<file path="src/lcp_pkg.sv">
package lcp_pkg;

    localparam int COORD_BITS_DEF = 16;
    localparam int CFG_IDX_BITS   = 3;

    typedef enum logic [CFG_IDX_BITS-1:0] {
        REG_LEFT   = 3'd0,
        REG_BOTTOM = 3'd1,
        REG_RIGHT  = 3'd2,
        REG_TOP    = 3'd3
    } cfg_reg_t;

    // per-beat control carried alongside the data
    typedef struct packed {
        logic valid;
        logic reject;
    } lcp_ctrl_t;

endpackage

</file>
<file path="src/lcp_divider.sv">
module lcp_divider #(
    parameter int COORD_BITS = lcp_pkg::COORD_BITS_DEF
) (
    input  logic                  clk,
    input  logic                  en,
    input  logic [COORD_BITS-1:0] num,
    input  logic [COORD_BITS-1:0] den,
    input  logic [COORD_BITS-1:0] mag,
    output logic [COORD_BITS-1:0] offset
);

    // round_half_away(num * mag / den), num <= den, so the quotient fits W bits
    localparam int W = COORD_BITS;

    logic [W-1:0] rem_reg [W+1];
    logic [W-1:0] low_reg [W+1];
    logic [W-1:0] quo_reg [W+1];
    logic [W-1:0] den_reg [W+1];
    logic [W-1:0] off_reg;
    logic [2*W-1:0] prod;
    logic           inc;

    assign prod = num * mag;

    always_ff @(posedge clk) begin
        if (en) begin
            rem_reg[0] <= prod[2*W-1:W];
            low_reg[0] <= prod[W-1:0];
            quo_reg[0] <= '0;
            den_reg[0] <= den;
        end
    end

    for (genvar k = 0; k < W; k++) begin : g_step
        logic [W:0] trial;
        logic       fits;

        assign trial = {rem_reg[k], low_reg[k][W-1]};
        assign fits  = (trial >= {1'b0, den_reg[k]});

        always_ff @(posedge clk) begin
            if (en) begin
                rem_reg[k+1] <= fits ? W'(trial - {1'b0, den_reg[k]}) : trial[W-1:0];
                low_reg[k+1] <= {low_reg[k][W-2:0], 1'b0};
                quo_reg[k+1] <= {quo_reg[k][W-2:0], fits};
                den_reg[k+1] <= den_reg[k];
            end
        end
    end

    assign inc = ({rem_reg[W], 1'b0} >= {1'b0, den_reg[W]});

    always_ff @(posedge clk) begin
        if (en) begin
            off_reg <= quo_reg[W] + W'(inc);
        end
    end

    assign offset = off_reg;

endmodule

</file>
<file path="config.mk">
export PLATFORM = sky130hd
export DESIGN_NAME = lcp_divider
export DESIGN_NICKNAME = d
export VERILOG_FILES = /design/src/lcp_pkg.sv /design/src/lcp_divider.sv
export SDC_FILE = /design/constraint.sdc
export NUM_CORES = 2
export LEC_CHECK = 0
export BUFFER_PORTS_ARGS = -buffer_cell sky130_fd_sc_hd__clkbuf_2
export CAP_MARGIN = 25
export CORE_MARGIN = 2
export CORE_UTILIZATION = 41
export CTS_CLUSTER_DIAMETER = 50
export CTS_CLUSTER_SIZE = 12
export DETAILED_ROUTE_END_ITERATION = 6
export PLACE_DENSITY_LB_ADDON = 0.25
export SYNTH_ARGS = -nofsm -noshare
export SYNTH_HDL_FRONTEND = slang
export SYNTH_SLANG_ARGS = --single-unit
</file>
<file path="constraint.sdc">
create_clock -name clk -period 10 [get_ports clk]
set_clock_uncertainty 0.15 [all_clocks]
set_input_delay 0.5 -clock clk [delete_from_list [all_inputs] [get_ports clk]]
set_output_delay 0.5 -clock clk [all_outputs]
set_load 0.01 [all_outputs]
</file>
; Yosys cells after proc, flatten, opt, wreduce, memory -nomap -nowiden
; Memory sizes are Yosys's and may differ from the RTL's.
; Cells that the tools add are included.
[word_totals]
input_bits = 50
register_bits = 16
n_memories = 4
elab_cells = 58
output_inout_bits = 16
ram_bits = 1088
latchBits = 0
rom_bits = 0
[op_classes]
addsub = 17
n_reduce_logical = 0
order_cmp = 17
bitwise = 0
shifts = 0
multipliers = 1
mux = 18
n_eq_ne = 0
n_div = 0
[mem_list]
columns = memory, depth, word_bits, rd, rd_clocked_by_memory_dff, write_ports, line
row1 = den_reg, 17, 16, 17, 0, 17, lcp_divider.sv:18  ; logic [W-1:0] den_reg [W+1];
row2 = low_reg, 17, 16, 16, 0, 17, lcp_divider.sv:16  ; logic [W-1:0] low_reg [W+1];
row3 = quo_reg, 17, 16, 17, 0, 17, lcp_divider.sv:17  ; logic [W-1:0] quo_reg [W+1];
row4 = rem_reg, 17, 16, 17, 0, 17, lcp_divider.sv:15  ; logic [W-1:0] rem_reg [W+1];
[ops]
columns = op, count
row1 = 17-bit by 16-bit greater-or-equal comparator with 1-bit output, 17
row2 = 16-bit 2-to-1 mux, 16
row3 = 16-bit subtractor, 16
row4 = 16-bit by 16-bit multiplier with 32-bit output, 1
row5 = 16-bit by 1-bit adder with 16-bit output, 1
row6 = 1-bit 2-to-1 mux, 2

; Logic depth before layout (Yosys ltp)
[depth]
word_depth = 2
mapped_depth = 24
ltp_nobuf = 23

; Worst setup path after synthesis
; No wires, ideal clock.
[synth_timing]
path_type = input to register
start = in num[7]
end = mem rem_reg[0][13] (netlist bit), data pin
setup_time_ns = 0.137
n_path_buf = 1
arrival_time_ns = 6.012
path_stages = 21
slack_ns = 3.700
required_time_ns = 9.713
path_cell_list = clkbuf_1 > nand2_1 > fa_1 > inv_1 > fa_1 > fa_1 > fa_1 > fa_1 > inv_1 > fa_1 > inv_1 > ha_1 > a21oi_1 > nor2b_1 > o21ai_0 > nand2b_1 > a2111oi_0 > nor4b_1 > a311o_1 > or4_1 > nand4_1
[synth_rtl]
columns = item, line
row1 = start: declaration, lcp_divider.sv:6  ; input logic [COORD_BITS-1:0] num,
row2 = end: declaration, lcp_divider.sv:15

==> reports/results.ini <==
[run_status]
status = completed

[setup_path]
cp.required_ns = 10.23
crit_path_cell_trace = clkbuf_2, and2_1, fa_1, inv_1, fa_1, fa_1, inv_1, fa_1, fa_1, inv_1, fa_1, inv_1, ha_1, nand3_1, or2_2, nor2_1, o211ai_1, o211a_1, o31a_1, o21ai_0, xor2_1
worstPathArrival_ns = 6.39
end_kind = flip-flop
path_common_cell = fa_1
critPathMaxFanout = 16
max_stage_delay_ns = 0.55
path_class = primary input to flip-flop
start_kind = primary input
r2r_setup_slack_ns = 6.28
r2r_cells = 10
reg2reg_to = rem_reg[0][270]$_DFFE_PP_
r2r-start = rem_reg[0][240]$_DFFE_PP_
critPathSlowestCell = fa_1

[global_routing]
busiest_layer = met2
grt_pass1_vias = 30597
met2_usage = 0.278
globalRouteMet3Util = 0.0234
grt_usage = 0.157
grt_first_pass_wirelength_um = 156000
antenna_found_initial = 0
grt_overflow = 0
use_met1 = 0.190
grt_max_degree = 178

[pwr]
p_int_mw = 11.8
p_per_area_nw_per_um2 = 344
p_seq_frac = 0.303
power.leakage_nw = 22.7
combPwrFrac = 0.487
vdd_drop_max_v = 0.000362
pwr-share-clk = 0.209
p_sw_frac = 0.380
switchingPower_mw = 7.24

[flow_run]
maxCapViolations = 0

[placement]
place.gp.congestion = 0.852
portBuffers = 65
dpl-instance-area_um2 = 51400
dp.cells = 5808
hpwl_um = 70600

[routing]
drt-initial-drc-count = 1647
drt_first_pass_iters = 5
wl_per_cell_um = 15.7
dr_total_vias = 30546
drt_wl_total_um = 94700
postRouteAntennaNets = 0
viasPerCell = 5.07
drc = 0

[worst_hold_path]
holdPathEnd = rem_reg[0][261]$_DFFE_PP_
whs_path_depth = 1
hold_start = en
hp-class = primary input to flip-flop

[die]
coreArea_um2 = 119000
die_h_um = 350
num_rows = 127
pin_count = 66
die_area_um2 = 123000
fp.dieW_um = 350
floorplan.initialDensity = 0.412

[clock_tree]
cts_sinks = 832
cts_buffers = 108
htree_levels = 3
clkTransAtPathRegs_ns = 0.05
max-clock-path-buffers = 3
postCtsSetupBuffers = 0
clock_latency_ns = 0.69
cts_root_buf = clkbuf_16
cts_tree = built
ctsResizeCount = 0

[synthesis]
synth_compound_area_frac = 0.104
yosysSeqAreaShare = 0.508
synth_fa_ha_area_frac = 0.181
synth_top_family_by_area = adder cells
ys_types = 82
ys.flop_type = edfxtp_1
synth.area.mux_share = 0.0196
synthArstFlopShare = 0
synth_edf_count = 832
synth_area_um2 = 49200
syn_nets = 4843
synth-xor-area-share = 0.0381
yosysWarnings = 0
yosys.area_share.simple = 0.0988
post_synth.cell_area_avg_um2 = 11.7
synth_cells = 4206
yosys_register_bits = 832

[cells_and_area]
nets = 4962
regArea_um2 = 25000
insertedDiodeCount = 0
drive_gt1_frac = 0.0870
finalInstanceArea_um2 = 55400
area_growth_syn_to_layout_pct = 12.6
fill_cells = 11012
multi_input_area_um2 = 21800
final_common_cell = edfxtp_1
final_cell_count_no_fill = 6026
layout_common_cells = 832 x edfxtp_1, 564 x inv_1, 377 x ha_1, 299 x nand2_1, 278 x a21oi_1
post-route-util = 0.464

[timing]
rsz0062_at_grt = no
finalHoldViolations = 0
fmaxAchievable_ghz = 0.162
setup_viol_count_final = 0
finalSetupTns_ns = 0
slew_viol_final = 0
slew-limit-headroom = 0.308
tightest_slew_ns = 1.04
finalCritPeriodShare = 0.616
finalCriticalPeriod_ns = 6.16

## repair_timing
| action | 4_1_cts | 5_1_grt |
|---|---|---|
| endpoints found under the hold margin | 16 | 0 |
| hold buffers | 16 | 0 |
| setup endpoints to repair | 0 | 0 |
## area by class of cell
class	count	area share
inverters	565	0.0383
flip-flops and latches	832	0.451
clock inverters	83	0.0184
multi-input cells	2717	0.393
clock buffers	116	0.0501
repair buffers	101	0.0133
well taps	1612	0.0364
## critical path: cells and delay by family
family | cells | cell delay (ns)
XOR/XNOR | 1 | 0.10
AND/OR/NAND/NOR | 4 | 0.81
buffers and inverters | 5 | 0.49
AO/OA/AOI/OAI | 4 | 1.04
adder cells (fa/ha/maj) | 7 | 3.47
## how the worst max path moves through the flow
stage	start	to	slack, ns	depth (start not counted)
after floorplan	num[7]	rem_reg[0][13]$_DFFE_PP_	3.70	21
after global placement	num[7]	rem_reg[0][13]$_DFFE_PP_	3.27	21
after global routing	num[7]	rem_reg[0][14]$_DFFE_PP_	3.54	21
final	num[7]	rem_reg[0][14]$_DFFE_PP_	3.84	21
after detailed placement	num[7]	rem_reg[0][14]$_DFFE_PP_	3.19	21
after CTS	num[7]	rem_reg[0][14]$_DFFE_PP_	3.90	21
## Yosys cell counts, drive strengths merged (9+ instances only)
| library cell | n | area share |
|---|---|---|
| a2111oi | 9 | 0.0016 |
| o31ai | 17 | 0.0028 |
| xor2 | 95 | 0.017 |
| a211oi | 31 | 0.0048 |
| o21bai | 13 | 0.0020 |
| and4 | 9 | 0.0016 |
| or3 | 22 | 0.0028 |
| a31o | 9 | 0.0016 |
| mux2 | 76 | 0.017 |
| nand2 | 299 | 0.023 |
| xnor2 | 119 | 0.021 |
| nor2b | 43 | 0.0055 |
| nand2b | 45 | 0.0057 |
| edfxtp | 832 | 0.51 |
| o21a | 44 | 0.0067 |
| a31oi | 18 | 0.0023 |
| fa | 210 | 0.085 |
| o41ai | 11 | 0.0023 |
| o211ai | 22 | 0.0035 |
| a21oi | 281 | 0.029 |
| nor2 | 263 | 0.020 |
| nor4 | 9 | 0.0011 |
| nor3 | 57 | 0.0058 |
| ha | 377 | 0.096 |
| a21o | 53 | 0.0081 |
| a21boi | 12 | 0.0018 |
| or2 | 10 | 0.0013 |
| and2 | 120 | 0.015 |
| mux2i | 11 | 0.0022 |
| and3 | 19 | 0.0024 |
| buf | 19 | 0.0020 |
| o21ai | 225 | 0.023 |
| clkbuf | 73 | 0.0056 |
| o31a | 27 | 0.0048 |
| nand3 | 49 | 0.0050 |
| inv | 565 | 0.043 |
| nand4 | 44 | 0.0056 |
## per-layer routing
| metal | vias up | share of wire |
|---|---|---|
| met5 | - | 0 |
| met3 | 196 | 0.033 |
| met2 | 455 | 0.51 |
| met1 | 14795 | 0.42 |
| met4 | 0 | 0.039 |
| li1 | 15100 | - |
## power groups by stage
stage | logic, mW | clock network, mW | registers (mW)
6_report | 9.28 | 3.98 | 5.77
3_5_place_dp | 9.28 | 0 | 5.85
5_1_grt | 10.6 | 4.24 | 5.87
2_1_floorplan | 7.33 | 0 | 5.63
3_3_place_gp | 9.16 | 0 | 5.83
4_1_cts | 9.33 | 4.11 | 5.78
## cells by family after synthesis
family          after synthesis
compound gates              818
mux                          87
xor+xnor                    214
flops                       832
buf+inv                     657
fa+ha+maj                   587
simple gates               1011
## stage by stage
stage | worst slack, ns | power, mW | hold WS (ns)
after global routing | 3.54 | 20.7 | 0.169
after floorplan | 3.70 | 13.0 | 0.250
final | 3.84 | 19.0 | 0.143
after CTS | 3.90 | 19.2 | 0.141
after detailed placement | 3.19 | 15.1 | 0.255
after global placement | 3.27 | 15.0 | 0.251
Note: power is estimated with default switching activity, not from simulation.
