**config.mk**
```make
export PLATFORM = sky130hd
export DESIGN_NAME = lcp_select
export DESIGN_NICKNAME = d
export VERILOG_FILES = /design/src/lcp_pkg.sv /design/src/lcp_select.sv
export SDC_FILE = /design/constraint.sdc
export NUM_CORES = 2
export LEC_CHECK = 0
export BUFFER_PORTS_ARGS = -buffer_cell sky130_fd_sc_hd__buf_4
export CAP_MARGIN = 20
export CORE_ASPECT_RATIO = 1.75
export CORE_MARGIN = 2
export CORE_UTILIZATION = 50
export CTS_BUF_LIST = sky130_fd_sc_hd__clkbuf_4 sky130_fd_sc_hd__clkbuf_8 sky130_fd_sc_hd__clkbuf_16
export DETAILED_ROUTE_END_ITERATION = 8
export PLACE_DENSITY = 0.69
export RECOVER_POWER = 50
export SYNTH_ARGS = -nofsm -noshare
export SYNTH_HDL_FRONTEND = slang
export SYNTH_SLANG_ARGS = --single-unit
```
**constraint.sdc**
```tcl
create_clock -name clk -period 14.99 [get_ports clk]
set_clock_uncertainty 0.15 [all_clocks]
set_input_delay 1.499 -clock clk [delete_from_list [all_inputs] [get_ports clk]]
set_output_delay 1.499 -clock clk [all_outputs]
set_load 0.03 [all_outputs]
```
**src/lcp_pkg.sv**
```systemverilog
package lcp_pkg;

    localparam int COORD_BITS_DEF = 16;
    localparam int CFG_IDX_BITS   = 3;

    typedef enum logic [CFG_IDX_BITS-1:0] {
        REG_LEFT   = 3'd0,
        REG_BOTTOM = 3'd1,
        REG_RIGHT  = 3'd2,
        REG_TOP    = 3'd3
    } cfg_reg_t;

    // per-beat control carried alongside the data
    typedef struct packed {
        logic valid;
        logic reject;
    } lcp_ctrl_t;

endpackage

```
**src/lcp_select.sv**
```systemverilog
module lcp_select #(
    parameter int COORD_BITS = lcp_pkg::COORD_BITS_DEF,
    parameter int SIDE_BITS  = 4 * COORD_BITS + 2
) (
    input  logic                   clk,
    input  logic                   rst_n,
    input  logic                   en,
    input  lcp_pkg::lcp_ctrl_t     ctrl_in,
    input  logic [SIDE_BITS-1:0]   side_in,
    input  logic [COORD_BITS-1:0]  xe_num,
    input  logic [COORD_BITS-1:0]  xx_num,
    input  logic [COORD_BITS-1:0]  x_den,
    input  logic [COORD_BITS-1:0]  ye_num,
    input  logic [COORD_BITS-1:0]  yx_num,
    input  logic [COORD_BITS-1:0]  y_den,
    output lcp_pkg::lcp_ctrl_t     ctrl_out,
    output logic [SIDE_BITS-1:0]   side_out,
    output logic [COORD_BITS-1:0]  en_num,
    output logic [COORD_BITS-1:0]  en_den,
    output logic [COORD_BITS-1:0]  ex_num,
    output logic [COORD_BITS-1:0]  ex_den
);

    localparam int W = COORD_BITS;

    lcp_pkg::lcp_ctrl_t ctrl_c_reg, ctrl_d_reg, ctrl_e_reg, ctrl_f_reg;
    logic [SIDE_BITS-1:0] side_c_reg, side_d_reg, side_e_reg, side_f_reg;

    // stage C: cross products between axes
    logic [2*W-1:0] pe_x_reg, pe_y_reg, px_x_reg, px_y_reg;
    logic [W-1:0]   xe_c_reg, xx_c_reg, xd_c_reg, ye_c_reg, yx_c_reg, yd_c_reg;

    // stage D: chosen limits
    logic [W-1:0] en_n_d_reg, en_d_d_reg, ex_n_d_reg, ex_d_d_reg;

    // stage E: entry vs exit cross products
    logic [2*W-1:0] pa_reg, pb_reg;
    logic [W-1:0]   en_n_e_reg, en_d_e_reg, ex_n_e_reg, ex_d_e_reg;

    // stage F
    logic [W-1:0] en_n_f_reg, en_d_f_reg, ex_n_f_reg, ex_d_f_reg;

    always_ff @(posedge clk) begin
        if (en) begin
            pe_x_reg <= xe_num * y_den;
            pe_y_reg <= ye_num * x_den;
            px_x_reg <= xx_num * y_den;
            px_y_reg <= yx_num * x_den;
            xe_c_reg <= xe_num;
            xx_c_reg <= xx_num;
            xd_c_reg <= x_den;
            ye_c_reg <= ye_num;
            yx_c_reg <= yx_num;
            yd_c_reg <= y_den;

            // larger entry wins, smaller exit wins
            en_n_d_reg <= (pe_x_reg > pe_y_reg) ? xe_c_reg : ye_c_reg;
            en_d_d_reg <= (pe_x_reg > pe_y_reg) ? xd_c_reg : yd_c_reg;
            ex_n_d_reg <= (px_x_reg < px_y_reg) ? xx_c_reg : yx_c_reg;
            ex_d_d_reg <= (px_x_reg < px_y_reg) ? xd_c_reg : yd_c_reg;

            pa_reg     <= en_n_d_reg * ex_d_d_reg;
            pb_reg     <= ex_n_d_reg * en_d_d_reg;
            en_n_e_reg <= en_n_d_reg;
            en_d_e_reg <= en_d_d_reg;
            ex_n_e_reg <= ex_n_d_reg;
            ex_d_e_reg <= ex_d_d_reg;

            en_n_f_reg <= en_n_e_reg;
            en_d_f_reg <= en_d_e_reg;
            ex_n_f_reg <= ex_n_e_reg;
            ex_d_f_reg <= ex_d_e_reg;

            side_c_reg <= side_in;
            side_d_reg <= side_c_reg;
            side_e_reg <= side_d_reg;
            side_f_reg <= side_e_reg;
        end
    end

    always_ff @(posedge clk or negedge rst_n) begin
        if (!rst_n) begin
            ctrl_c_reg <= '0;
            ctrl_d_reg <= '0;
            ctrl_e_reg <= '0;
            ctrl_f_reg <= '0;
        end
        else if (en) begin
            ctrl_c_reg        <= ctrl_in;
            ctrl_d_reg        <= ctrl_c_reg;
            ctrl_e_reg        <= ctrl_d_reg;
            ctrl_f_reg.valid  <= ctrl_e_reg.valid;
            ctrl_f_reg.reject <= ctrl_e_reg.reject | (pa_reg > pb_reg);
        end
    end

    assign ctrl_out = ctrl_f_reg;
    assign side_out = side_f_reg;
    assign en_num   = en_n_f_reg;
    assign en_den   = en_d_f_reg;
    assign ex_num   = ex_n_f_reg;
    assign ex_den   = ex_d_f_reg;

endmodule

```
* After elaboration in Yosys (flattened, before gate mapping)
Index checks and enable logic that the tools add are counted.
Storage, ports and cells: output and inout bits 132, word-level logic and storage cells 50, bits of input ports 167, register bits after elaboration 752
Operators by class: bitwise operators 1, multiply operators 6, $lt $le $gt $ge 3, multiplexer cells 4
Operator list (number):
- $mul A16 B16 Y32 | 6
- $gt A32 B32 Y1 | 2
- $mux W16 | 4
- $lt A32 B32 Y1 | 1
- $or A1 B1 Y1 | 1

* Longest topological paths before layout
depth after elaboration 2, depth in mapped cells 23, gate-level depth less buffers 22

* Worst setup path after synthesis
OpenSTA, ideal clock, no wires.
kind input -> register, start input yx_num[7], end register px_y_reg[29] (data pin), data required time 14580 ps, stages 23, path slack 7749 ps, path buffers 2, library setup time 260 ps, data arrival time 6832 ps, cell sequence clkbuf_1 -> nand2_1 -> fa_1 -> inv_1 -> fa_1 -> inv_1 -> fa_1 -> inv_1 -> fa_1 -> fa_1 -> inv_1 -> fa_1 -> inv_1 -> ha_1 -> clkbuf_1 -> nand3_1 -> a2111oi_0 -> o2111ai_1 -> and3_1 -> a21oi_2 -> a31oi_1 -> nor2b_1 -> xnor2_1
On the way: longest elaborated chain between the ends 1
RTL lines:
- from (decl) | line lcp_select.sv:14 | input logic [COORD_BITS-1:0] yx_num,
- $mul A16 B16 Y32 | line lcp_select.sv:48 | px_y_reg <= yx_num * x_den;
- to (signal assigned) | line lcp_select.sv:48
- to (decl) | line lcp_select.sv:30 | logic [2*W-1:0] pe_x_reg, pe_y_reg, px_x_reg, px_y_reg;
Every way passes these cells. A chain may end at the register's enable or synchronous reset.

* Final worst setup path
start input en, end register pe_x_reg[31], enable pin
RTL lines:
- from (decl) | line lcp_select.sv:7 | input logic en,
- to (signal assigned) | line lcp_select.sv:45 | pe_x_reg <= xe_num * y_den;
- to (decl) | line lcp_select.sv:30
No word-level cell between the ends.

==> results.tsv <==
stage	metric	value	unit
global_route	largest net degree at the start of global routing	191	
layout	share of post-route cells with drive strength above 1	4.22	%
floorplan	I/O pins	299	
synthesis	Mapped Area	76900	µm²
synthesis	Synth Register Bits	752	
setup_path	startpoint class of the critical path	primary input	
floorplan	chip width	301	µm
place	DP HPWL	150000	µm
worst_hold_path	HP Class	reg -> reg	
synthesis	Area contributors post-synth	fa_1 30%, edfxtp_1 29%, ha_1 12%	
setup_path	CP max FO	99	
drt	ANT nets after route	0	
clock_tree	Clock Tree Buf Depth	3	
clock_tree	clk root buf	clkbuf_16	
clock_tree	# resized after CTS	0	
sta	setup tns final	0	ps
flow_run	Max-cap violations	34	
layout	final core area utilization	53.9	%
layout	commonest non-fill, non-tap cell in the layout	inv_1	
synthesis	Syn Nets	9142	
clock_tree	later-pin clock latency in the skew report	670	ps
floorplan	die area	157000	µm²
clock_tree	hold buffer count at CTS	0	
layout	NumNets Final	9269	
global_route	grt peak-use layer	met2	
drt	Vias	51148	
sta	RSZ-0062 raised after global routing	false	
synthesis	ys async rst share	1.06	%
sta	slew margin rel.	-255	%
place	Setup WS pre-CTS	7060	ps
synthesis	Ys Warns	0	
place	I/O Buffers	298	
place	GPL Wtd Cong	0.936	
floorplan	initial core utilization	50.3	%
sta	Finish-stage setup viols	0	
layout	area growth from synthesis to layout	7.19	%
synthesis	Most used DFF post-synth	edfxtp_1	
sta	Final Critical Period	9950	ps
drt	DRC	0	
sta	period utilization	66.4	%
synthesis	Yosys top cell area share	30.3	%
drt	wire length per cell	20.9	µm
synthesis	Synth area leader	fa_1	
synthesis	Synth cell types	82	
setup_path	required time worst endpoint	15120	ps
floorplan	CORE AREA	153000	µm²
floorplan	Chip Height	523	µm
synthesis	Post-synth EDFFs	744	
sta	Worst Tran Pin Value	5320	ps
setup_path	Worst Setup End Kind	register	
drt	first-iteration detailed-routing DRC count	2650	
clock_tree	Worst-path clk slew	60	ps
global_route	global route overflow	0	
global_route	Global Route met1 Usage	26.3	%
layout	fin cells	9309	
clock_tree	TritonCTS clock tree	yes	
layout	commonest non-fill, non-tap cells in the layout	1454 x inv_1, 1164 x fa_1, 920 x nand2_1, 744 x edfxtp_1, 719 x ha_1	
clock_tree	CTS sink count	752	
clock_tree	H-tree Lvls	3	
run_status	status	complete, but fails checks	
global_route	vias in the first global route	57592	
run_status	failing checks	max-capacitance violations, max-slew violations	
global_route	Global Route met3 Usage	3.94	%
global_route	global-route wire length before repair	308000	µm
setup_path	Worst EP arrival	10090	ps
setup_path	type of the worst setup path	in -> reg	
synthesis	sequential share of the synthesized area	29.3	%
clock_tree	postcts setup bufs	0	
sta	Slew Viols, Final	1254	
global_route	initial antenna violation count	38	
drt	Total Routed Length	195000	µm
sta	final count of hold timing violations	0	
synthesis	syn avg cell area	10.8	µm²
global_route	GRT Total Usage	25.6	%
clock_tree	TritonCTS Buffers	73	
place	placed cell count	9160	
drt	Pre-Repair DR Iteration Count	5	
drt	vias per cell	5.49	
synthesis	Mapped Cells	7092	
sta	Final WS setup	5040	ps
global_route	routing usage on met2	47.9	%
floorplan	Rows	190	
sta	f_max	100	MHz
==> layer usage <==
layer / vias to the layer above / wire length, µm / part of all wire [%]
met3: 717 / 11700 / 6.0
met5: - / 213 / 0.11
li1: 22517 / - / -
met1: 26167 / 64900 / 33
met4: 32 / 14000 / 7.2
met2: 1715 / 104000 / 53
==> kinds of logic (layout without fill, tap and decap cells) <==
logic type | Yosys count | after routing | share of synthesized area (%)
xor+xnor | 170 | 170 | 1.94
flops | 752 | 752 | 29.3
compound gates | 593 | 593 | 5.12
other cells | 0 | 16 | 0
mux | 73 | 73 | 1.07
buf+inv | 1725 | 1910 | 8.45
fa+ha+maj | 1883 | 1883 | 42.0
simple gates | 1896 | 1896 | 12.1
==> final cells by class <==
type,instances,area (µm²)
Inverter,1454,5460
Timing Repair Buffer,323,1550
Tap cell,2016,2520
Sequential cell,752,22500
Fill cell,13466,70400
Multi-Input combinational cell,4615,47900
Clock inverter,57,591
Clock buffer,76,1870
Antenna cell,16,40.0
==> through the flow <==
step                      area (µm²)  hold slack (ps)
after floorplan                76900              250
after global placement         80900              250
after detailed placement       80900              255
after CTS                      83300              258
after global routing           82400              259
final                          82500              256
==> synthesized netlist by cell type (all sizes together) (30+ instances only) <==
cell type	count
a21o	125
a21oi	179
and2	713
clkbuf	262
edfxtp	744
fa	1164
ha	719
inv	1454
mux2	71
nand2	920
nand3	30
nand4	42
nor2	81
o21ai	92
xnor2	111
xor2	59
==> critical path, stage by stage <==
cell and delay [ps]:
clkbuf_1 3580, clkbuf_1 3020, buf_4 910, buf_4 830
==> final timing paths <==
path | from | to | slack, ps | cells after the start
setup reg to reg | en_d_d_reg[7] | pb_reg[29] | 7710 | 20
hold reg to reg | side_d_reg[2] | side_e_reg[2] | 260 | 0
setup / recovery | en | pe_x_reg[31] | 5040 | 4
max in group asynchronous | rst_n | ctrl_c_reg[0] | 13680 | 1
min in group asynchronous | rst_n | ctrl_c_reg[1] | 640 | 1
hold / removal | side_d_reg[2] | side_e_reg[2] | 260 | 0
Power is not shown: default switching activity piles up to over one toggle a cycle in this logic, so the estimate is an artifact.
