==> src/lcp_pkg.sv <==
package lcp_pkg;

    localparam int COORD_BITS_DEF = 16;
    localparam int CFG_IDX_BITS   = 3;

    typedef enum logic [CFG_IDX_BITS-1:0] {
        REG_LEFT   = 3'd0,
        REG_BOTTOM = 3'd1,
        REG_RIGHT  = 3'd2,
        REG_TOP    = 3'd3
    } cfg_reg_t;

    // per-beat control carried alongside the data
    typedef struct packed {
        logic valid;
        logic reject;
    } lcp_ctrl_t;

endpackage

==> src/lcp_setup.sv <==
module lcp_setup #(
    parameter int COORD_BITS = lcp_pkg::COORD_BITS_DEF
) (
    input  logic                         clk,
    input  logic                         rst_n,
    input  logic                         en,
    input  logic                         in_valid,
    input  logic signed [COORD_BITS-1:0] start_x,
    input  logic signed [COORD_BITS-1:0] start_y,
    input  logic signed [COORD_BITS-1:0] end_x,
    input  logic signed [COORD_BITS-1:0] end_y,
    input  logic signed [COORD_BITS-1:0] window_left,
    input  logic signed [COORD_BITS-1:0] window_bottom,
    input  logic signed [COORD_BITS-1:0] window_right,
    input  logic signed [COORD_BITS-1:0] window_top,
    output lcp_pkg::lcp_ctrl_t           ctrl,
    output logic [COORD_BITS-1:0]        sx,
    output logic [COORD_BITS-1:0]        sy,
    output logic                         neg_x,
    output logic                         neg_y,
    output logic [COORD_BITS-1:0]        mag_x,
    output logic [COORD_BITS-1:0]        mag_y,
    output logic [COORD_BITS-1:0]        xe_num,
    output logic [COORD_BITS-1:0]        xx_num,
    output logic [COORD_BITS-1:0]        x_den,
    output logic [COORD_BITS-1:0]        ye_num,
    output logic [COORD_BITS-1:0]        yx_num,
    output logic [COORD_BITS-1:0]        y_den
);

    localparam int W = COORD_BITS;

    logic signed [W-1:0] s_in  [2];
    logic signed [W-1:0] e_in  [2];
    logic signed [W-1:0] lo_in [2];
    logic signed [W-1:0] hi_in [2];

    // stage A
    logic signed [W-1:0] st_a_reg [2];
    logic signed [W:0]   d_a_reg  [2];
    logic signed [W:0]   en_a_reg [2];
    logic signed [W:0]   ex_a_reg [2];
    logic                val_a_reg;

    // stage B
    logic [W-1:0] st_b_reg  [2];
    logic         neg_b_reg [2];
    logic [W-1:0] mag_b_reg [2];
    logic [W-1:0] en_b_reg  [2];
    logic [W-1:0] ex_b_reg  [2];
    logic [W-1:0] den_b_reg [2];
    logic         rej_b     [2];
    lcp_pkg::lcp_ctrl_t ctrl_reg;

    assign s_in[0]  = start_x;
    assign s_in[1]  = start_y;
    assign e_in[0]  = end_x;
    assign e_in[1]  = end_y;
    assign lo_in[0] = window_left;
    assign lo_in[1] = window_bottom;
    assign hi_in[0] = window_right;
    assign hi_in[1] = window_top;

    for (genvar a = 0; a < 2; a++) begin : g_axis
        logic signed [W:0] s_ext;
        logic signed [W:0] d_c;
        logic signed [W:0] lo_ext;
        logic signed [W:0] hi_ext;
        logic signed [W:0] mag_w;
        logic              zero;
        logic              rej_e;
        logic              rej_x;
        logic [W-1:0]      en_c;
        logic [W-1:0]      ex_c;
        logic [W-1:0]      den_c;

        assign s_ext  = {s_in[a][W-1], s_in[a]};
        assign lo_ext = {lo_in[a][W-1], lo_in[a]};
        assign hi_ext = {hi_in[a][W-1], hi_in[a]};
        assign d_c    = {e_in[a][W-1], e_in[a]} - s_ext;

        always_ff @(posedge clk) begin
            if (en) begin
                st_a_reg[a] <= s_in[a];
                d_a_reg[a]  <= d_c;
                // entering and leaving edge numerators, picked by direction
                en_a_reg[a] <= d_c[W] ? (s_ext - hi_ext) : (lo_ext - s_ext);
                ex_a_reg[a] <= d_c[W] ? (s_ext - lo_ext) : (hi_ext - s_ext);
            end
        end

        assign mag_w = d_a_reg[a][W] ? -d_a_reg[a] : d_a_reg[a];
        assign zero  = (d_a_reg[a] == '0);
        assign rej_e = (en_a_reg[a] > mag_w);
        assign rej_x = ex_a_reg[a][W];
        assign en_c  = (en_a_reg[a] <= 0) ? '0 : en_a_reg[a][W-1:0];
        assign ex_c  = zero ? W'(1)
                     : ((ex_a_reg[a] >= mag_w) ? mag_w[W-1:0] : ex_a_reg[a][W-1:0]);
        assign den_c = zero ? W'(1) : mag_w[W-1:0];
        assign rej_b[a] = rej_e | rej_x;

        always_ff @(posedge clk) begin
            if (en) begin
                st_b_reg[a]  <= st_a_reg[a];
                neg_b_reg[a] <= d_a_reg[a][W];
                mag_b_reg[a] <= mag_w[W-1:0];
                en_b_reg[a]  <= en_c;
                ex_b_reg[a]  <= ex_c;
                den_b_reg[a] <= den_c;
            end
        end
    end

    always_ff @(posedge clk or negedge rst_n) begin
        if (!rst_n) begin
            val_a_reg <= 1'b0;
            ctrl_reg  <= '0;
        end
        else if (en) begin
            val_a_reg       <= in_valid;
            ctrl_reg.valid  <= val_a_reg;
            ctrl_reg.reject <= rej_b[0] | rej_b[1];
        end
    end

    assign ctrl   = ctrl_reg;
    assign sx     = st_b_reg[0];
    assign sy     = st_b_reg[1];
    assign neg_x  = neg_b_reg[0];
    assign neg_y  = neg_b_reg[1];
    assign mag_x  = mag_b_reg[0];
    assign mag_y  = mag_b_reg[1];
    assign xe_num = en_b_reg[0];
    assign xx_num = ex_b_reg[0];
    assign x_den  = den_b_reg[0];
    assign ye_num = en_b_reg[1];
    assign yx_num = ex_b_reg[1];
    assign y_den  = den_b_reg[1];

endmodule

==> config.mk <==
export PLATFORM = sky130hd
export DESIGN_NAME = lcp_setup
export DESIGN_NICKNAME = d
export VERILOG_FILES = /design/src/lcp_pkg.sv /design/src/lcp_setup.sv
export SDC_FILE = /design/constraint.sdc
export NUM_CORES = 1
export LEC_CHECK = 0
export BUFFER_PORTS_ARGS = -buffer_cell sky130_fd_sc_hd__buf_2
export CAP_MARGIN = 20
export CORE_UTILIZATION = 53
export DETAILED_ROUTE_END_ITERATION = 7
export GPL_ROUTABILITY_DRIVEN = 1
export GPL_TIMING_DRIVEN = 0
export PLACE_DENSITY = 0.85
export SYNTH_ARGS = -nofsm -noshare
export SYNTH_HDL_FRONTEND = slang
export SYNTH_SLANG_ARGS = --single-unit
==> constraint.sdc <==
create_clock -name clk -period 4.8 [get_ports clk]
set_input_delay 0.96 -clock clk [delete_from_list [all_inputs] [get_ports clk]]
set_output_delay 0.96 -clock clk [all_outputs]
set_load 0.02 [all_outputs]
Word level (Yosys, flattened, before mapping)
Memories as Yosys holds them, arrays and structs flattened.
Index checks and enable logic that the tools add are counted.
{"block": "op_classes", "n_reduce_logical": 2, "muxes": 16, "add_sub_neg": 12, "n_lt_le_gt_ge": 6, "bitwise": 3}
{"op": "$sub 16x16->17", "count": 10}
{"op": "$mux 16", "count": 8}
{"op": "$mux 17", "count": 6}
{"op": "$ge 17x17->1", "count": 2}
{"op": "$gt 17x17->1", "count": 2}
{"op": "$le 17x1->1 const B", "count": 2}
{"op": "$logic_not 17->1", "count": 2}
{"op": "$neg 17->17", "count": 2}
{"op": "$or 1x1->1", "count": 3}
{"op": "$mux 1", "count": 2}
{"block": "totals", "elab_cells": 52, "in_bits": 132, "regBits": 3, "mem_bits_rw": 296, "memories": 10}
{"memory": "d_a_reg", "depth": 2, "width": 17, "read_ports": 2, "rd_ports_with_merged_regs": 0, "wr": 2, "line": "lcp_setup.sv:40", "text": "logic signed [W:0] d_a_reg [2];"}
{"memory": "en_a_reg", "depth": 2, "width": 17, "read_ports": 2, "rd_ports_with_merged_regs": 0, "wr": 2, "line": "lcp_setup.sv:41", "text": "logic signed [W:0] en_a_reg [2];"}
{"memory": "ex_a_reg", "depth": 2, "width": 17, "read_ports": 2, "rd_ports_with_merged_regs": 0, "wr": 2, "line": "lcp_setup.sv:42", "text": "logic signed [W:0] ex_a_reg [2];"}
{"memory": "den_b_reg", "depth": 2, "width": 16, "read_ports": 2, "rd_ports_with_merged_regs": 0, "wr": 2, "line": "lcp_setup.sv:51", "text": "logic [W-1:0] den_b_reg [2];"}
{"memory": "en_b_reg", "depth": 2, "width": 16, "read_ports": 2, "rd_ports_with_merged_regs": 0, "wr": 2, "line": "lcp_setup.sv:49", "text": "logic [W-1:0] en_b_reg [2];"}
{"memory": "ex_b_reg", "depth": 2, "width": 16, "read_ports": 2, "rd_ports_with_merged_regs": 0, "wr": 2, "line": "lcp_setup.sv:50", "text": "logic [W-1:0] ex_b_reg [2];"}
{"memory": "+4 memories"}

Logic depth before layout (Yosys ltp)
Gate-level depths: netlist of the first run.
{"block": "depth", "depth_word": 5, "mapped_depth": 19, "mapped_depth_nobuf": 18}

Worst setup path before layout of the first run
OpenSTA, ideal clock, no wires.
{"block": "synth_timing", "path_type": "reg-to-reg", "startpoint": "mem d_a_reg[0][2] (netlist name)", "endpoint": "mem ex_b_reg[0][0] (netlist name), data pin", "slack_ns": 0.246, "setup_ns": 0.259, "synth_period_minus_slack_ns": 4.554, "stages_incl_launch_ff": 17, "arrival_time_ns": 4.295, "path_buffers": 0, "t_required_ns": 4.541, "path_cell_list": "edfxtp_1 or4_1 or4_4 or3_4 o21ai_0 xnor2_1 inv_1 ha_1 nand4_1 o221a_2 o21ai_0 a211oi_1 o21ai_0 maj3_1 o21bai_2 a21oi_1 a211o_1"}
{"item": "start: declaration", "line": "lcp_setup.sv:40"}
{"item": "end: declaration", "line": "lcp_setup.sv:50"}

==> reports/metrics.yaml, run 1 <==
clk_pin_slew_worst_paths_ns: 0.06
synth-seq-cells: 299
cp-end-kind: "flop"
crit_slowest_cell: "or4_4"
ios: 296
arrival_ns: 4.92
post_drt_wl_per_cell_um: 19.4
hold_class: "in -> async"
cp_max_fo: 6
dp_hpwl_mm: 43.5
crit_chain: "buf_4 > or4_1 > or4_4 > or3_4 > o21ai_4 > xnor2_2 > inv_1 > ha_1 > nand4_1 > o221a_2 > o21ai_0 > a211oi_1 > o21ai_1 > maj3_2 > o21ba_4 > nor2_1 > a211o_1"
clock_latency_ns: 0.54
slew_viol_final: 0
max_clock_freq_ghz: 0.216
htreeDepth: 2
hold_buffers: 0
max-slew-margin-rel_pct: 39.8
yosysSeqAreaShare_pct: 44.5
nets: 2648
tritoncts: "built"
leakage_nw: 10.3
detail-route-antenna-nets: 0
drtIter0Drc: 1497
path_class: "reg -> reg"
synth_cells: 1941
reg2reg_depth: 17
place_inst: 2749
fin_crit_sh_pct: 96.5
overflow: 0
synth_fp_nets: 2305
clkPwrFrac_pct: 27.3
rsz0062_at_grt: "true"
core_sq_um: 37600
synth_edf_count: 296
skew_ns: 0.0147
dr_total_vias: 16100
hold_viol: 0
slowest_delay_ns: 0.45
synth_ff_type: "edfxtp_1"
synthDistinctLibCells: 82
areaGrowthSynthToFinish_pct: 17.2
finalWirelength_mm: 54.7
final_cell_mix: "298 x buf_2, 296 x edfxtp_1, 222 x ha_1"
p_int_w: 0.00605
critical_path.top_delay_family: "simple AND/OR/NAND/NOR gates"
switching_share_pct: 34.7
drc: 0
grt_max_degree: 127
grt_pass1_wl_mm: 82.6
cp.depth: 17
drive_above_1_share_pct: 17.8
cts_buffers: 34
cap_violations: 0
instances_no_fill: 2825
fin_util_pct: 62.8
root_buffer: "clkbuf_16"
clock-sinks: 299
ys_async_sr_fraction_pct: 1.00
seqPwrFrac_pct: 39.9
layout_commonest_cell: "buf_2"
yosys_warnings: 0
firstDrtPassIters: 5
cp-start-kind: "flop"
gr-usage-all-layers_pct: 27.7
first_global_vias: 15200
ir_drop_uv: 269
start_util_pct: 53.6
setup_viol: 0
antenna_found_initial: 9
worst-path-buf-inv: 2
worst_pin_slew_ns: 0.892
final_cell_area_sq_um: 23600
numPortBuffers: 295
synth_area_sq_um: 20100
p_sw_w: 0.00322
num_rows: 71
critPathRequiredTime_ns: 5.09
p_total_w: 0.00927
die_y_um: 197
place_area_sq_um: 22300
period_minus_slack_ns: 4.63
die-width_um: 197
hold_slack_ns: 0.211
vias_per_cell: 5.69
syn_area_per_cell_sq_um: 10.4
comb_power_share_pct: 32.8
status: "finished, final reports clean"
cts_buffer_depth: 3
dieArea_sq_um: 38800
power_density_nw_per_um2: 393
gp_congestion: 0.950
==> cells in the mapped netlist, drive strengths merged, types with 11 or more instances <==
cell / number / share of area [%]
o31ai: 18 / 0.67
edfxtp: 296 / 44
nor2: 101 / 1.9
inv: 199 / 3.7
a31oi: 11 / 0.34
clkbuf: 52 / 0.97
mux2i: 31 / 1.5
xnor2: 125 / 5.4
and2: 25 / 0.78
o21ai: 111 / 2.8
or3: 25 / 0.81
xor2: 39 / 1.8
nand3: 30 / 0.75
a21oi: 150 / 3.7
o21bai: 20 / 0.76
a221oi: 12 / 0.52
a21boi: 15 / 0.56
nand2b: 23 / 0.71
a21o: 34 / 1.3
nor4: 15 / 0.47
nand2: 116 / 2.2
buf: 12 / 0.43
nand4: 14 / 0.43
ha: 222 / 14
nor2b: 39 / 1.2
nor3: 68 / 1.7
o21a: 19 / 0.71
==> timing repair <==
action,4_1_cts,5_1_grt
endpoints found under the setup margin,16,25
gates resized for setup,14,10
setup buffers,5,5
pin swaps,2,9
==> cell type report <==
cell class,count,area (sq um)
diodes,6,15.0
fillers,3027,14000
clock buffers,41,898
multi-input cells,1377,10300
well taps,511,639
plain buffers,65,294
clock inverters,19,176
repair buffers,307,1620
inverters,200,751
flip-flops and latches,299,8960
==> kinds of logic after synthesis <==
group / count (synthesis) / share of synthesized area [%]
adder cells (fa/ha/maj): 235 / 14.9
buffers and inverters: 265 / 5.18
flip-flops: 299 / 44.5
AO/OA/AOI/OAI: 460 / 14.4
XOR/XNOR: 164 / 7.22
multiplexers: 36 / 1.82
AND/OR/NAND/NOR: 482 / 12.0
==> path summary, 6_finish.rpt <==
kind | startpoint | endpoint | slack, ns
worst min-delay path | rst_n | ctrl[1]$_DFFE_PN0P_ | 0.21
worst min register to register | st_a_reg[0][3]$_DFFE_PP_ | st_b_reg[0][3]$_DFFE_PP_ | 0.42
worst max-delay path | d_a_reg[0][0]$_DFFE_PP_ | ex_b_reg[0][0]$_SDFFCE_PN1P_ | 0.17
worst max register to register | d_a_reg[0][0]$_DFFE_PP_ | ex_b_reg[0][0]$_SDFFCE_PN1P_ | 0.17
min in group clk | st_a_reg[0][3]$_DFFE_PP_ | st_b_reg[0][3]$_DFFE_PP_ | 0.42
max in group asynchronous | rst_n | val_a_reg$_DFFE_PN0P_ | 4.48
==> metrics by stage <==
step	setup slack [ns]	TNS, ns
2_1_floorplan	0.246	0
3_3_place_gp	-1.67	-348.99
3_5_place_dp	-0.453	-8.68
4_1_cts	0.0183	0
5_1_grt	-0.00817	-0.0214
6_report	0.167	0
==> layer usage <==
| metal | vias to the layer above | GRT usage (%) | part of all wire, % |
|---|---|---|---|
| met1 | 7619 | 40.9 | 47 |
| li1 | 7670 | - | - |
| met2 | 704 | 41.2 | 43 |
| met3 | 93 | 5.61 | 8.6 |
| met4 | 2 | 7.52 | 2.1 |
| met5 | - | 0 | 0.015 |
==> worst reg2reg max path: cells and delay by family (launching register included) <==
kind	cells	cell delay [ns]
simple gates	5	1.52
compound gates	7	1.47
fa+ha+maj	2	0.55
flops	1	0.44
buf+inv	2	0.25
xor+xnor	1	0.15
==> power by group through the flow <==
| stage | clock network [W] | registers (W) | logic, W |
|---|---|---|---|
| detailed placement | 0 | 0.00374 | 0.00292 |
| CTS | 0.00258 | 0.00369 | 0.00297 |
| floorplan | 0 | 0.00392 | 0.00172 |
| global placement | 0 | 0.00375 | 0.00282 |
| global route | 0.00267 | 0.00373 | 0.00331 |
| finish | 0.00254 | 0.00370 | 0.00304 |
Note: power is estimated with default switching activity, not from simulation.
==> run 2, diff against run 1 <==
==> constraint.sdc (replaced) <==
create_clock -name clk -period 4.8 [get_ports clk]
set_input_delay 0.48 -clock clk [delete_from_list [all_inputs] [get_ports clk]]
set_output_delay 0.48 -clock clk [all_outputs]
set_load 0.02 [all_outputs]
==> run 2 against run 1 <==
Effect of this change: maximum frequency barely moved; flip-flop and latch count did not move; count of clock-buffer cells in the layout did not move; non-clock buffer count did not move; clock skew fell by 0.00067 ns; die area did not move; combinational power barely moved; final cell count barely moved; register-to-register slack barely moved; setup slack got worse by 0.0031 ns; core utilization barely moved; design area barely moved; largest cell class unchanged.
==> reports/metrics.yaml, run 2 (synthesized netlist as in run 1, its figures left out) <==
status: "finished, final reports clean"
ir_drop_uv: 269  # about the same
drc: 0  # unchanged
busiest_layer: "met2"
slew_viol_final: 0  # unchanged
use_met3_pct: 5.61  # unchanged
root_buffer: "clkbuf_16"
die_y_um: 197  # unchanged
hold_class: "in -> reg"
cp-start-kind: "flop"
final_cell_area_sq_um: 23600  # about the same
nets: 2648  # unchanged
hold_viol: 0  # unchanged
place_inst: 2749  # unchanged
cts_buffer_depth: 3  # unchanged
period_minus_slack_ns: 4.64  # +0.00311 ns
num_rows: 71  # unchanged
dp_hpwl_mm: 43.5  # unchanged
grt_max_degree: 127  # unchanged
layout_commonest_cell: "buf_2"
instances_no_fill: 2824  # -0.035%
first_global_vias: 15200  # unchanged
post_drt_wl_per_cell_um: 19.4  # +0.13%
tritoncts: "built"
drtIter0Drc: 1451  # -3.1%
place_area_sq_um: 22300  # unchanged
max_clock_freq_ghz: 0.216  # about the same
setup_ws_ns: 0.164  # -0.00311 ns
vias_per_cell: 5.70  # about the same
path_class: "reg -> reg"
hold_slack_ns: 0.171  # -0.0402 ns
overflow: 0  # unchanged
power_density_nw_per_um2: 393  # about the same
leakage_nw: 10.3  # about the same
gr-usage-all-layers_pct: 27.7  # about the same
skew_ns: 0.0140  # -0.000670 ns
ios: 296  # unchanged
firstDrtPassIters: 6  # +1
die-width_um: 197  # unchanged
grt_pass1_wl_mm: 82.6  # about the same
setup_viol: 0  # unchanged
cp_max_fo: 6  # unchanged
use_met1_pct: 40.9  # unchanged
dr_total_vias: 16100  # +0.044%
areaGrowthSynthToFinish_pct: 17.2  # about the same
detail-route-antenna-nets: 0  # unchanged
htreeDepth: 2  # unchanged
clock-sinks: 299  # unchanged
start_util_pct: 53.6  # unchanged
setup_tns_ns: 0  # unchanged
cts_buffers: 34  # unchanged
numPortBuffers: 295  # unchanged
clk_pin_slew_worst_paths_ns: 0.07  # about the same
worst_pin_slew_ns: 0.917  # +0.0254 ns
reg2reg_depth: 17  # unchanged
gp_congestion: 0.950  # unchanged
core_sq_um: 37600  # unchanged
fin_crit_sh_pct: 96.6  # about the same
drive_above_1_share_pct: 17.9  # +0.043 points
fillCellCount: 3029  # +0.066%
use_met2_pct: 41.2  # about the same
cp-end-kind: "flop"
arrival_ns: 4.93  # about the same
finalWirelength_mm: 54.8  # about the same
cap_violations: 0  # unchanged
max-slew-margin-rel_pct: 38.1  # -1.7 points
final_cell_mix: "298 x buf_2, 296 x edfxtp_1, 222 x ha_1"
dieArea_sq_um: 38800  # unchanged
critPathRequiredTime_ns: 5.09  # about the same
hold_path_depth: 1
pre_cts_slack_ns: -0.453  # unchanged
clock_latency_ns: 0.54  # about the same
antenna_found_initial: 9  # unchanged
run 2: timing repair:
item,CTS,global route
endpoints found under the setup margin,16,17
gates cloned,0,0
endpoints found under the hold margin,3,0
buffers inserted,5,4
hold buffers,1,0
resized for setup,14,11
pin swaps,2,9
run 2: metal layers:
| layer | vias to the layer above | share of wire [%] |
|---|---|---|
| li1 | 7678 | - |
| met1 | 7577 | 46 |
| met2 | 745 | 43 |
| met3 | 91 | 8.8 |
| met4 | 4 | 2.1 |
| met5 | - | 0.038 |
run 2: worst max-delay path: stages, from the launching register on:
cell and delay [ns]:
edfxtp_1 0.44, buf_4 0.17, or4_1 0.44, or4_4 0.45, or3_4 0.39, o21ai_4 0.17, xnor2_2 0.15, inv_1 0.08
ha_1 0.29, nand4_1 0.16, o221a_2 0.29, o21ai_0 0.22, a211oi_1 0.10, o21ai_1 0.17, maj3_2 0.26, o21ba_4 0.19
nor2_1 0.09, a211o_1 0.33
run 2: final timing paths:
check                                              start                      endpoint  slack, ns
worst min register to register  st_a_reg[0][3]$_DFFE_PP_      st_b_reg[0][3]$_DFFE_PP_       0.42
worst max register to register   d_a_reg[0][0]$_DFFE_PP_  ex_b_reg[0][0]$_SDFFCE_PN1P_       0.16
max in group asynchronous                          rst_n         val_a_reg$_DFFE_PN0P_       4.43
worst max-delay path             d_a_reg[0][0]$_DFFE_PP_  ex_b_reg[0][0]$_SDFFCE_PN1P_       0.16
min in group asynchronous                          rst_n           ctrl[1]$_DFFE_PN0P_       0.27
worst min-delay path                         start_x[12]     st_a_reg[0][12]$_DFFE_PP_       0.17
run 2: layout make-up:
cell class | instances | area (sq um) | share of cell area (%)
inverter | 200 | 751 | 3.18
buffer | 65 | 293 | 1.24
multi-input combinational | 1377 | 10300 | 43.5
clock inverter | 19 | 176 | 0.747
tap | 511 | 639 | 2.71
antenna | 5 | 12.5 | 0.0530
timing repair buffer | 307 | 1620 | 6.85
clock buffer | 41 | 898 | 3.80
sequential | 299 | 8960 | 38.0
run 2: metrics by stage:
stage / util [%] / total power (W)
final: 62.9 / 0.00928
after global routing: 62.8 / 0.00972
after CTS: 62.6 / 0.00924
after detailed placement: 59.4 / 0.00666
after global placement: 59.2 / 0.00656
after floorplan: - / 0.00564
run 2: power by group:
| part | switching, W | internal, W | total [W] |
|---|---|---|---|
| Sequential | 0.000263 | 0.00343 | 0.00370 |
| Clock | 0.00108 | 0.00146 | 0.00254 |
| Combinational | 0.00188 | 0.00116 | 0.00304 |
| Total | 0.00322 | 0.00606 | 0.00928 |
